File: src/design/wprq_pkg.sv
// ----------------------------------------------------------------------------
// wprq_pkg
// Types and constants shared by the windowed priority request queue.
// ----------------------------------------------------------------------------
package wprq_pkg;

  // Fixed field widths of the item payloads
  localparam int ModeW     = 2;
  localparam int TagFieldW = 16;
  localparam int RunW      = 64;
  localparam int ArrW      = 64;
  localparam int WinW      = 16;
  localparam int StatusW   = 2;
  localparam int OccW      = 6;

  // Arrival bucket: arrival time divided by BucketDiv
  localparam int BucketDiv   = 100;
  localparam int BucketW     = 58;   // 2**64 / 100 fits in 58 bits
  localparam int RemW        = 7;    // remainder below 100
  localparam int DivStepBits = 8;    // quotient bits resolved per cycle

  localparam logic [WinW-1:0] WindowReset = 16'd15;

  typedef enum logic [ModeW-1:0] {
    MODE_ADD      = 2'd0,
    MODE_DISPATCH = 2'd1,
    MODE_REMOVE   = 2'd2,
    MODE_NOP      = 2'd3
  } mode_e;

  typedef enum logic [StatusW-1:0] {
    STATUS_OK   = 2'd0,
    STATUS_FULL = 2'd1,
    STATUS_MISS = 2'd2
  } status_e;

  typedef struct packed {
    mode_e                mode;
    logic [TagFieldW-1:0] request_tag;
    logic [RunW-1:0]      virtual_runtime;
    logic [ArrW-1:0]      arrival_time;
  } in_item_t;

  typedef struct packed {
    logic                 out_valid;
    logic [TagFieldW-1:0] out_tag;
    status_e              status;
    logic [OccW-1:0]      occupancy;
  } out_item_t;

endpackage

File: src/design/wprq_bucket_div.sv
// ----------------------------------------------------------------------------
// wprq_bucket_div
// Iterative divide of a 64-bit arrival time by the bucket size, several
// quotient bits per cycle; done_o pulses when the quotient is ready.
// ----------------------------------------------------------------------------
module wprq_bucket_div (
  input  logic                             clk_i,
  input  logic                             rst_ni,
  input  logic                             start_i,
  input  logic [wprq_pkg::ArrW-1:0]        dividend_i,
  output logic                             done_o,
  output logic [wprq_pkg::BucketW-1:0]     quotient_o
);

  localparam int ArrW   = wprq_pkg::ArrW;
  localparam int RemW   = wprq_pkg::RemW;
  localparam int Steps  = wprq_pkg::DivStepBits;
  localparam int Cycles = ArrW / Steps;
  localparam int CntW   = $clog2(Cycles);
  localparam logic [RemW:0]   Divisor  = (RemW+1)'(wprq_pkg::BucketDiv);
  localparam logic [CntW-1:0] LastStep = CntW'(Cycles - 1);

  logic            active_q;
  logic            done_q;
  logic [CntW-1:0] cnt_q;
  logic [ArrW-1:0] work_q, work_d;
  logic [RemW-1:0] rem_q, rem_d;

  // Restoring division: shift the dividend out at the top, quotient bits in
  // at the bottom.
  always_comb begin
    logic [ArrW-1:0] w;
    logic [RemW-1:0] r;
    logic [RemW:0]   t;
    w = work_q;
    r = rem_q;
    for (int i = 0; i < Steps; i++) begin
      t = {r, w[ArrW-1]};
      w = {w[ArrW-2:0], 1'b0};
      if (t >= Divisor) begin
        t    = t - Divisor;
        w[0] = 1'b1;
      end
      r = t[RemW-1:0];
    end
    work_d = w;
    rem_d  = r;
  end

  always_ff @(posedge clk_i or negedge rst_ni) begin
    if (!rst_ni) begin
      active_q <= 1'b0;
      done_q   <= 1'b0;
      cnt_q    <= '0;
    end else begin
      done_q <= 1'b0;
      if (start_i) begin
        active_q <= 1'b1;
        cnt_q    <= '0;
      end else if (active_q) begin
        cnt_q <= cnt_q + 1'b1;
        if (cnt_q == LastStep) begin
          active_q <= 1'b0;
          done_q   <= 1'b1;
        end
      end
    end
  end

  always_ff @(posedge clk_i) begin
    if (start_i) begin
      work_q <= dividend_i;
      rem_q  <= '0;
    end else if (active_q) begin
      work_q <= work_d;
      rem_q  <= rem_d;
    end
  end

  assign done_o     = done_q;
  assign quotient_o = work_q[wprq_pkg::BucketW-1:0];

endmodule
File: config.mk
export PLATFORM = sky130hd
export DESIGN_NAME = wprq_bucket_div
export DESIGN_NICKNAME = d
export VERILOG_FILES = /design/src/design/wprq_pkg.sv /design/src/design/wprq_bucket_div.sv
export SDC_FILE = /design/constraint.sdc
export NUM_CORES = 1
export LEC_CHECK = 0
export ABC_AREA = 1
export ABC_CLOCK_PERIOD_IN_PS = 6800
export BUFFER_PORTS_ARGS = -buffer_cell sky130_fd_sc_hd__buf_2
export CAP_MARGIN = 20
export CORE_MARGIN = 3
export CORE_UTILIZATION = 25
export CTS_CLUSTER_DIAMETER = 50
export DETAILED_ROUTE_END_ITERATION = 8
export GPL_TIMING_DRIVEN = 1
export PLACE_DENSITY = 0.45
export SLEW_MARGIN = 20
export SYNTH_ARGS = -nofsm -noshare
export SYNTH_HDL_FRONTEND = slang
export SYNTH_SLANG_ARGS = --single-unit
File: constraint.sdc
create_clock -name clk_i -period 6.8 [get_ports clk_i]
set_input_delay 0.34 -clock clk_i [delete_from_list [all_inputs] [get_ports clk_i]]
set_output_delay 0.34 -clock clk_i [all_outputs]
set_load 0.05 [all_outputs]
; ---- Word-level counts from Yosys, hierarchy flattened
; Index checks and enable logic that the tools add are counted.
[op_classes]
add_sub_neg = 9
n_mul = 0
div = 0
magnitude_cmp = 8
n_eq_ne = 1
shifts = 0
n_mux = 26
n_bitwise = 0
n_reduce_logical = 1
[ops]
columns = op, count
row1 = $mux W64, 2
row2 = $ge A8 B7 Y1 const B, 8
row3 = $mux W7, 8
row4 = $sub A7 B7 Y7 const B, 8
row5 = $mux W1, 14
row6 = $mux W3, 2
row7 = $add A3 B1 Y3 const B, 1
row8 = $eq A3 B3 Y1 const B, 1
row9 = $reduce_bool A2 Y1, 1
[totals]
ff_bits = 76
latch_bits = 0
ramBits = 0
mem_bits_ro = 0
input_bits = 67
output_inout_bits = 59
elab_cells = 50
n_memories = 0

; ---- Logic depth before layout (Yosys ltp)
[depth]
depth_word = 18
depth_mapped = 67

; ---- Least setup slack after synthesis
; Ideal clock, no wire load.
[synth_timing]
kind = register -> register
from = reg rem_q[1]
to = reg work_q[0], data pin
setup_time_ps = 253
arrival_time_ps = 6314
slack_ps = 233
stages_incl_launch_ff = 64
period_less_slack_ps = 6567
path_cell_list = dfxtp_1 inv_1 ha_1 nand2_1 nor2_1 nand2_2 nand2_4 nand2_1 nand2_2 ha_1 inv_1 nand3_2 nor2_2 nor2_8 nand2_4 nand2_1 nand2_2 ha_1 [... 28 more ...] nand2_1 inv_1 ha_1 nand3_1 nand2_2 nand3_4 nand2_4 nand2_1 nand2_1 inv_1 ha_1 inv_1 nand2_1 nand2_1 nand2_2 nand3_4 nand2_1 nand2_1
[synth_via]
elab_chain_len = 18
[synth_rtl]
columns = item, line
row1 = "start, declared", wprq_bucket_div.sv:27  ; logic [RemW-1:0] rem_q, rem_d;
row2 = "start signal, assigned", wprq_bucket_div.sv:76  ; rem_q <= rem_d;
row3 = $sub A7 B7 Y7 or $ge A8 B7 Y1 (tied branches), "wprq_bucket_div.sv:41, wprq_bucket_div.sv:40"
row4 = $mux W7 *, wprq_bucket_div.sv:40  ; if (t >= Divisor) begin
row5 = $sub A7 B7 Y7 or $ge A8 B7 Y1 (tied branches), "wprq_bucket_div.sv:41, wprq_bucket_div.sv:40"
row6 = $mux W7 *, wprq_bucket_div.sv:40
row7 = $sub A7 B7 Y7 or $ge A8 B7 Y1 (tied branches), "wprq_bucket_div.sv:41, wprq_bucket_div.sv:40"
row8 = $mux W7 *, wprq_bucket_div.sv:40
row9 = $sub A7 B7 Y7 or $ge A8 B7 Y1 (tied branches), "wprq_bucket_div.sv:41, wprq_bucket_div.sv:40"
row10 = $mux W7 *, wprq_bucket_div.sv:40
row11 = [... 2 more ...], n/a
row12 = $ge A8 B7 Y1 or $sub A7 B7 Y7 (tied branches), "wprq_bucket_div.sv:40, wprq_bucket_div.sv:41"
row13 = $mux W7 *, wprq_bucket_div.sv:40
row14 = $sub A7 B7 Y7 or $ge A8 B7 Y1 (tied branches), "wprq_bucket_div.sv:41, wprq_bucket_div.sv:40"
row15 = $mux W7 *, wprq_bucket_div.sv:40
row16 = $ge A8 B7 Y1 *, wprq_bucket_div.sv:40
row17 = $mux W1 *, wprq_bucket_div.sv:40
row18 = $mux W64 *, wprq_bucket_div.sv:74  ; end else if (active_q) begin
row19 = $mux W64 *, wprq_bucket_div.sv:71  ; if (start_i) begin
row20 = "end signal, assigned", wprq_bucket_div.sv:72  ; work_q <= dividend_i;
row21 = "end signal, assigned", wprq_bucket_div.sv:75  ; work_q <= work_d;
row22 = "end, declared", wprq_bucket_div.sv:26  ; logic [ArrW-1:0] work_q, work_d;
; Every way passes the cells marked *; elsewhere a longest branch is shown, timed or not. The select of a mux whose other input is x is not followed.
; A chain may end at the register's enable or synchronous reset.

; ---- Worst setup path after layout
; Ends and elaborated chain as after synthesis.

==> flow_summary.toml <==
[die]
coreArea_sq_mm = 0.0214
die_h_um = 155
initial_core_util_pct = 25.9
pin_count = 126
die-width_um = 155
core.rowCount = 53
die_area_sq_mm = 0.0241

[clock_network]
cts_buffers = 9
path_clk_slew_ns = 0.07
cts_root_buf = "clkbuf_16"
clk_path_buf_depth = 2
insertion_delay_ns = 0.34
clock_sinks = 76
cts_tree = "done"
htree_levels = 3

[logic_synthesis]
synth_warnings = 0
synth-edff-count = 64
synth.avg_cell_area_sq_um = 7.58
synthDistinctLibCells = 39
synthTopCellsByCount = "nand2_1 (303), edfxtp_1 (64), buf_4 (58), nand3_1 (58), inv_1 (47)"
post-synth-top-count-cell = "nand2_1"
syn-instance-count = 733
seq_area_frac_synth_pct = 39.4
synth_area_leaders = "edfxtp_1 (35%), nand2_1 (20%), buf_4 (7.8%)"
synth_nets = 811
yosysTopAreaCell = "edfxtp_1"
synth_top_area_share_pct = 34.6
synth-seq-cells = 76
netlist_area_sq_mm = 0.00556
synth_top_flop_cell = "edfxtp_1"
synth_async_sr_flop_share_pct = 6.58

[worst_setup_path]
slowest_delay_ns = 0.33
critical_path.top_delay_family = "simple AND/OR/NAND/NOR gates"
endpoint_kind = "register"
cp.arrival_ns = 6.47
required_ns = 6.89
criticalPathCategory = "reg2reg"
start_kind = "register"
crit_buf_inv = 10
path_max_fanout = 9
worst_path_max_delay_cell = "dfxtp_2"
crit_path_frequent_cell = "nand2_2"

[placed_design]
dpl.hpwl_mm = 11.4
io_buffer_count = 125
place_area_sq_mm = 0.00617
place.gp.congestion = 0.823
placed_cells = 1078

[sta]
worstMarginPinSlew_ns = 0.735
setup_tns_ns = 0
slew_violations = 0
finalClockSkew_ns = 0.00912
hold_ws_ns = 0.265
max_clock_freq_mhz = 157
hold_viol_final = 0
setup_violations = 0
period_share_pct = 93.9
max_slew_margin_pct = 51.0
layout_min_cycle_time_ns = 6.38

[grt]
grt_max_degree = 71
gr-total-overflow = 0
antenna_found_initial = 1
grt_pass1_wl_mm = 23.3
grt_usage_pct = 12.0
grt_pass1_vias = 4484

[drt]
drt-vias-per-instance = 4.35
wl_per_cell_um = 13.7
ant_nets = 0
routed_wl_mm = 15.2
drtPass1Iterations = 7
drc = 0
vias = 4830
drt_iter0_markers = 235

[layout]
finalNonFillerCells = 1110
synthToLayoutAreaGrowth_pct = 21.4
num-fill-cells = 2343
regArea_sq_mm = 0.00219
multi_input_area_sq_mm = 0.00284
antenna_cells = 0
drive_gt1_share_pct = 35.1
final_area_sq_mm = 0.00675
nets = 908

[worst_hold_path]
hold_class = "in2reg"

[run]
cap_viol_max_count = 0

[status]
outcome = "complete, no violations"
-- kinds of logic after synthesis --
logic type | Yosys count | synth area share (%)
xor+xnor | 9 | 1.42
compound gates | 34 | 3.87
simple gates | 471 | 40.0
flops | 76 | 39.4
buf+inv | 132 | 12.9
fa+ha+maj | 11 | 2.48
-- placed cells by master, fill, tap and decap left out, drive strengths merged --
cell type	n
clkbuf	9
dfxtp	7
a31oi	3
nand2	350
nor3	3
nor2	38
nand4	5
ha	11
o211ai	1
edfxtp	64
buf	156
clkinv	4
nand3b	3
or2	2
o21ai	20
clkinvlp	1
xor2	8
nand3	71
o22ai	1
a22o	2
dfrtp	5
a21oi	7
xnor2	1
dlygate4sd3	1
inv	62
-- layout make-up --
class | instances | area share [%]
flip-flops and latches | 76 | 32.4
clock buffers | 9 | 3.34
multi-input cells | 526 | 42.0
repair buffers | 157 | 12.9
well taps | 275 | 5.10
clock inverters | 7 | 0.853
inverters | 60 | 3.37
-- per-layer routing --
metal / GRT usage, % / part of all wire (%)
met5: 0 / 0.086
met4: 3.53 / 1.5
met3: 3.39 / 7.6
met2: 18.5 / 46
met1: 16.4 / 45
-- registers in the layout (all words and copies together), names as in the netlist --
name and cells:
work_q 64, rem_q 7, done_o 1, cnt_q 3, active_q 1
-- worst reg2reg max path: cells and delay by family (launching register included) --
| family | cells | cell delay (ns) |
|---|---|---|
| and+or+nand+nor | 46 | 4.01 |
| DFF | 1 | 0.33 |
| buffers and inverters | 10 | 0.79 |
| adders and majority gates | 6 | 1.02 |
-- timing repair --
| item | in CTS | in global routing |
|---|---|---|
| gates resized for setup | 2 | 45 |
| endpoints found under the setup margin | 5 | 6 |
| hold endpoints to repair | 5 | 0 |
| setup buffers | 3 | 11 |
| hold buffers | 1 | 0 |
| pin swaps | 6 | 21 |
| cloned | 0 | 1 |
-- metrics by stage --
step	util, %	setup slack [ns]
floorplan	-	0.233
global placement	28.8	0.134
detailed placement	28.8	-0.0650
CTS	30.3	0.0134
global route	31.5	-0.0695
finish	31.5	0.417
-- final timing paths --
kind	start	endpoint	slack, ns	depth (start not counted)
worst min-delay path	dividend_i[16]	work_q[16]$_DFFE_PP_	0.27	3
worst min register to register	rem_q[5]$_SDFFE_PP0P_	rem_q[5]$_SDFFE_PP0P_	0.49	2
worst max register to register	rem_q[1]$_SDFFE_PP0P_	work_q[0]$_DFFE_PP_	0.42	62
worst max-delay path	rem_q[1]$_SDFFE_PP0P_	work_q[0]$_DFFE_PP_	0.42	62
max in group asynchronous	rst_ni	cnt_q[2]$_DFFE_PN0P_	6.29	2
min in group asynchronous	rst_ni	cnt_q[1]$_DFFE_PN0P_	0.37	2
Power is not shown: default switching activity piles up to over one toggle a cycle in this logic, so the estimate is an artifact.
